### config.mk
export PLATFORM = sky130hd
export DESIGN_NAME = psm_div
export DESIGN_NICKNAME = d
export VERILOG_FILES = /design/src/design/psm_pkg.sv /design/src/design/psm_div.sv
export SDC_FILE = /design/constraint.sdc
export NUM_CORES = 2
export LEC_CHECK = 0
export BUFFER_PORTS_ARGS = -buffer_cell sky130_fd_sc_hd__buf_2
export CAP_MARGIN = 20
export CORE_MARGIN = 3
export CORE_UTILIZATION = 65
export CTS_BUF_LIST = sky130_fd_sc_hd__clkbuf_8
export DETAILED_ROUTE_END_ITERATION = 16
export GPL_TIMING_DRIVEN = 0
export PLACE_DENSITY = 0.82
export SYNTH_ARGS = -nofsm -noshare
export SYNTH_HDL_FRONTEND = slang
export SYNTH_SLANG_ARGS = --single-unit
### constraint.sdc
create_clock -name clk -period 4.1 [get_ports clk]
set_input_delay 0.82 -clock clk [delete_from_list [all_inputs] [get_ports clk]]
set_output_delay 0.82 -clock clk [all_outputs]
set_load 0.02 [all_outputs]
### src/design/psm_pkg.sv
package psm_pkg;

  localparam int COORD_WIDTH = 16;
  localparam int LIGHT_W     = 16;
  localparam int OUT_W       = 48;
  localparam int NORM_FRAC   = 14;
  localparam int CFG_IDX_W   = 3;

  localparam int E_W      = COORD_WIDTH + 1;
  localparam int PR_W     = 2 * E_W;
  localparam int CR_W     = PR_W + 1;
  localparam int POS_W    = $clog2(CR_W);
  localparam int U_W      = 30;
  localparam int SH_W     = CR_W + U_W;
  localparam int SQ_W     = 2 * U_W;
  localparam int SUM_W    = SQ_W + 2;
  localparam int R_W      = SUM_W / 2;
  localparam int SQRT_STG = R_W;
  localparam int Q_W      = NORM_FRAC + 1;
  localparam int DIV_STG  = Q_W;
  localparam int NUM_W    = U_W + NORM_FRAC + 2;
  localparam int DEN_W    = R_W + 1;
  localparam int N_W      = NORM_FRAC + 2;
  localparam int T_W      = N_W + COORD_WIDTH + 2;
  localparam int D_W      = T_W - 7;
  localparam int ENT_W    = LIGHT_W + D_W + 3;

  typedef enum logic [CFG_IDX_W-1:0] {
    REG_LIGHT_X = 3'd0,
    REG_LIGHT_Y = 3'd1,
    REG_LIGHT_Z = 3'd2,
    REG_LIGHT_W = 3'd3
  } psm_reg_t;

  typedef struct packed {
    logic signed [COORD_WIDTH-1:0] p0_x;
    logic signed [COORD_WIDTH-1:0] p0_y;
    logic signed [COORD_WIDTH-1:0] p0_z;
    logic signed [COORD_WIDTH-1:0] p1_x;
    logic signed [COORD_WIDTH-1:0] p1_y;
    logic signed [COORD_WIDTH-1:0] p1_z;
    logic signed [COORD_WIDTH-1:0] p2_x;
    logic signed [COORD_WIDTH-1:0] p2_y;
    logic signed [COORD_WIDTH-1:0] p2_z;
  } psm_req_t;

  typedef struct packed {
    logic [1:0]              column;
    logic signed [OUT_W-1:0] row0;
    logic signed [OUT_W-1:0] row1;
    logic signed [OUT_W-1:0] row2;
    logic signed [OUT_W-1:0] row3;
    logic                    last;
  } psm_result_t;

  typedef struct packed {
    logic [2:0][U_W-1:0]                 u;
    logic [2:0]                          neg;
    logic                                zero;
    logic [2:0][COORD_WIDTH-1:0]         p2;
  } psm_side_t;

  function automatic logic signed [OUT_W-1:0] sat_out(input logic signed [ENT_W-1:0] v);
    logic signed [63:0] w;
    logic signed [63:0] hi;
    logic signed [63:0] lo;
    w  = 64'(v);
    hi = (64'sd1 <<< (OUT_W - 1)) - 64'sd1;
    lo = -hi - 64'sd1;
    if (w > hi) w = hi;
    if (w < lo) w = lo;
    return w[OUT_W-1:0];
  endfunction

endpackage

### src/design/psm_div.sv
module psm_div (
  input  logic                              clk,
  input  logic [psm_pkg::NUM_W-1:0]         num,
  input  logic [psm_pkg::DEN_W-1:0]         den,
  input  logic                              neg,
  output logic signed [psm_pkg::N_W-1:0]    quot
);
  import psm_pkg::*;

  logic [NUM_W-1:0] rem [DIV_STG+1];
  logic [DEN_W-1:0] dd  [DIV_STG+1];
  logic [Q_W-1:0]   qq  [DIV_STG+1];
  logic             ng  [DIV_STG+1];

  assign rem[0] = num;
  assign dd[0]  = den;
  assign qq[0]  = '0;
  assign ng[0]  = neg;

  for (genvar i = 0; i < DIV_STG; i++) begin : g_stage
    localparam int B = Q_W - 1 - i;
    logic [NUM_W:0] sh;
    logic [NUM_W:0] rx;
    always_comb begin
      sh = (NUM_W+1)'(dd[i]) << B;
      rx = {1'b0, rem[i]};
    end
    always_ff @(posedge clk) begin
      dd[i+1] <= dd[i];
      ng[i+1] <= ng[i];
      if (rx >= sh) begin
        rem[i+1] <= NUM_W'(rx - sh);
        qq[i+1]  <= qq[i] | (Q_W'(1) << B);
      end else begin
        rem[i+1] <= rem[i];
        qq[i+1]  <= qq[i];
      end
    end
  end

  assign quot = ng[DIV_STG] ? -N_W'(qq[DIV_STG]) : N_W'(qq[DIV_STG]);

endmodule

==> impl_results.md <==
* # port buffers at 95
* Met3 wire len at 8110 µm
* IO Count at 96
* Fin nets at 7228
* Worst-Margin Slew at 1110 ps
* Hpwl dp at 125000 µm
* Clk buf depth at 3
* Synth Register Bits at 1227
* Layout cells sized above 1 at 0.0946
* Compound-Gate Fraction of Synth Area at 0.185
* Initial antenna violation count at 3
* EDFF count, synth at 0
* DR vias at 47177
* TritonRoute pass-1 iters at 6
* First-pass GRT wire length at 248000 µm
* DIE WIDTH at 303 µm
* Chip Height at 303 µm
* Syn Area/Cell at 9.04 µm²
* Post-Synthesis Cell Area at 57500 µm²
* MaxCap Viol Count at 0
* CP Data Arrival Time at 4850 ps
* Clock sinks at 1227
* CTS H-tree depth at 4
* Dpl ws at -870 ps
* Setup CP Type: flip-flop to flip-flop
* Simple-gate share of the synthesized area at 0.130
* Cells after Synth at 6358
* TritonCTS clock tree: done
* XOR/XNOR share of the synthesized area at 0.0745
* Number of global-route vias before repair at 47086
* Initial cell density of the core at 0.658
* Final-report setup violation count at 0
* Initial DRC Count at 3656
* Post-Synth Adder-Cell Area at 0.110
* Max FO, Critical Path at 10
* Sequential element share of the synthesized area at 0.427
* Clock transition at the registers of the reported paths at 70 ps
* Core Area at 87300 µm²
* Wire length per cell at 20.0 µm
* Vias/cell at 5.92
* Final std cells w/o fill at 7964
* Post-synthesis mux area share at 0.0217
* Min cycle time layout at 4070 ps
* CTS buffer count at 185
* Clock skew at 38.1 ps
* Global route overflow at 0
* Worst hold margin at 72.7 ps
* Placed instance area at 59400 µm²
* Outcome: finished, final reports clean
* Worst Path Required at 4880 ps
* Main synth FF type: dfxtp_1
* Max layer used: met5
* Worst skew pair latency at 880 ps
* Clk root buf: clkbuf_8
* Final Cycle Share at 0.991
* Pin count of the biggest net entering global routing at 17
* WL met1 at 59500 µm
* GR Util All Layers at 0.344
* Antenna Nets Post-Route at 0
* Hold WC Path Type: input pin to flip-flop
* Mapped Nets at 6933
* Setup WS post-layout at 34.9 ps
* Peak Freq at 0.246 GHz
* Post-synth ARST share at 0
* Slew headroom at 0.252
* Final count of pins violating max slew at 0
* Synthesis-to-layout area growth at 11.0%
* Critical Path End Type: flip-flop
* DP Cell Count at 7612
* FP Rows at 108
* WL final at 160000 µm
* Remaining DRCs at 0
* Gpl congestion at 0.978
* Final hold vios at 0
* Worst IR Drop VDD at 561 µV
* Design area at 63800 µm²
* P_leak at 29.5 nW
* Met2 wire len at 79200 µm
* Yosys cell types at 101
* Die area at 92000 µm²
* Synth warnings at 0
* PD cells at 845 nW/µm²
* Main combinational cell family by area after synthesis: compound AO/OA/AOI/OAI gates
* CP Launch Type: flip-flop
[cells in the mapped netlist, types with 11 or more instances]
| library cell | n | area share |
|---|---|---|
| nand2_1 | 446 | 0.029 |
| fa_1 | 14 | 0.0049 |
| nor3_1 | 103 | 0.0090 |
| a21oi_1 | 625 | 0.054 |
| a31oi_1 | 40 | 0.0044 |
| clkbuf_1 | 134 | 0.0088 |
| o21ai_0 | 402 | 0.035 |
| o31ai_1 | 31 | 0.0040 |
| nand3_1 | 101 | 0.0088 |
| or4_1 | 17 | 0.0022 |
| inv_1 | 603 | 0.039 |
| xor2_1 | 208 | 0.032 |
| or2_2 | 21 | 0.0023 |
| dfxtp_1 | 1227 | 0.43 |
| or3_1 | 32 | 0.0035 |
| a221oi_1 | 14 | 0.0021 |
| a211oi_1 | 33 | 0.0043 |
| mux2_2 | 93 | 0.018 |
| a21o_1 | 236 | 0.031 |
| buf_2 | 23 | 0.0020 |
| a31o_2 | 13 | 0.0020 |
| o21bai_1 | 62 | 0.0081 |
| nand4b_1 | 11 | 0.0017 |
| o31a_1 | 14 | 0.0021 |
| nor2_1 | 410 | 0.027 |
| o21a_1 | 53 | 0.0069 |
| and2_1 | 21 | 0.0023 |
| o211ai_1 | 29 | 0.0038 |
| a41oi_1 | 11 | 0.0017 |
| nand4_1 | 85 | 0.0093 |
| ha_1 | 481 | 0.10 |
| nor2b_1 | 61 | 0.0066 |
| a2111oi_0 | 21 | 0.0032 |
| nor4_1 | 51 | 0.0056 |
| and3_1 | 44 | 0.0048 |
| xnor2_1 | 281 | 0.043 |
| nand2b_1 | 74 | 0.0081 |
| a211o_1 | 17 | 0.0026 |
[flip-flops by register name, summed over array words and instances (netlist names)]
register / cells
dd: 448
g_stage.rx: 644
ng: 15
qq: 120
[metal layers]
metal / vias up / track usage
met5: - / 0
met4: 2 / 0.248
met3: 679 / 0.0578
met2: 1796 / 0.620
met1: 21932 / 0.363
li1: 22768 / -
[power breakdown]
part | switching [mW] | internal (mW)
combinational | 14.4 | 10.8
clock | 4.80 | 5.98
sequential | 2.47 | 15.5
[path summary, 6_finish.rpt]
path / from / depth (start not counted) / end / slack (ps)
max: dd[160]$_DFF_P_ / 13 / g_stage[11].rx[22]$_DFF_P_ / 30
min: num[1] / 1 / g_stage[1].rx[1]$_DFF_P_ / 70
max reg2reg: dd[160]$_DFF_P_ / 13 / g_stage[11].rx[22]$_DFF_P_ / 30
min reg2reg: qq[27]$_DFF_P_ / 0 / qq[12]$_DFF_P_ / 320
[critical path: stages, from the launching register on]
cell,delay (ps)
dfxtp_1,370
ha_1,180
inv_1,50
fa_1,410
a21o_1,230
a31o_2,270
a2111oi_1,590
nor2_1,260
a211oi_1,420
o31a_1,340
o21ai_4,150
buf_4,240
buf_2,220
a21oi_1,230
[placed cells by master, fill, tap and decap left out, drive strengths merged, types with 24 or more instances in the layout]
cell type  synthesis  final
dfxtp           1227   1227
inv              604    660
a21oi            626    626
ha               481    481
nand2            446    446
o21ai            414    414
nor2             410    410
clkbuf           135    360
xnor2            281    281
a21o             236    236
xor2             208    208
buf               37    144
mux2             104    104
nor3             103    103
nand3            101    101
nand4             86     86
nand2b            74     74
o21bai            62     62
nor2b             61     61
o21a              53     53
nor4              52     52
and3              44     44
a31oi             43     43
clkinv             1     38
a211oi            35     35
o31ai             33     33
or3               32     32
o211ai            30     30
a2111oi           24     24
[metrics by stage]
step / total power, mW / setup TNS [ps] / util
after floorplan: 36.2 / 0 / -
after global placement: 41.9 / -54120 / 0.680
final: 53.9 / 0 / 0.731
after detailed placement: 42.4 / -51120 / 0.681
after global routing: 57.5 / -172 / 0.731
after CTS: 53.4 / 0 / 0.729
[area by class of cell]
type | instances | area [µm²]
plain buffers | 170 | 761
diodes | 4 | 10.0
flip-flops and latches | 1227 | 24600
clock buffers | 225 | 3100
fillers | 6551 | 23500
inverters | 605 | 2270
repair buffers | 110 | 577
well taps | 1155 | 1450
clock inverters | 114 | 996
multi-input cells | 4354 | 30100
[logic make-up (layout without fill, tap and decap cells)]
family / count (synthesis) / count (layout)
xor gates and xnor gates: 489 / 489
muxes: 108 / 108
AOI/OAI and AO/OA: 1725 / 1725
DFF: 1227 / 1227
adders and majority gates: 495 / 495
buffers and inverters: 777 / 1224
and+or+nand+nor: 1537 / 1537
other: 0 / 4
[what timing repair did]
| action | 4_1_cts | 5_1_grt |
|---|---|---|
| resized for setup | 23 | 69 |
| pin swaps | 1 | 4 |
| setup endpoints to repair | 172 | 279 |
| buffers inserted | 1 | 8 |
| hold endpoints to repair | 1 | 0 |
| hold buffers | 1 | 0 |
(Power assumes the default switching activity.)
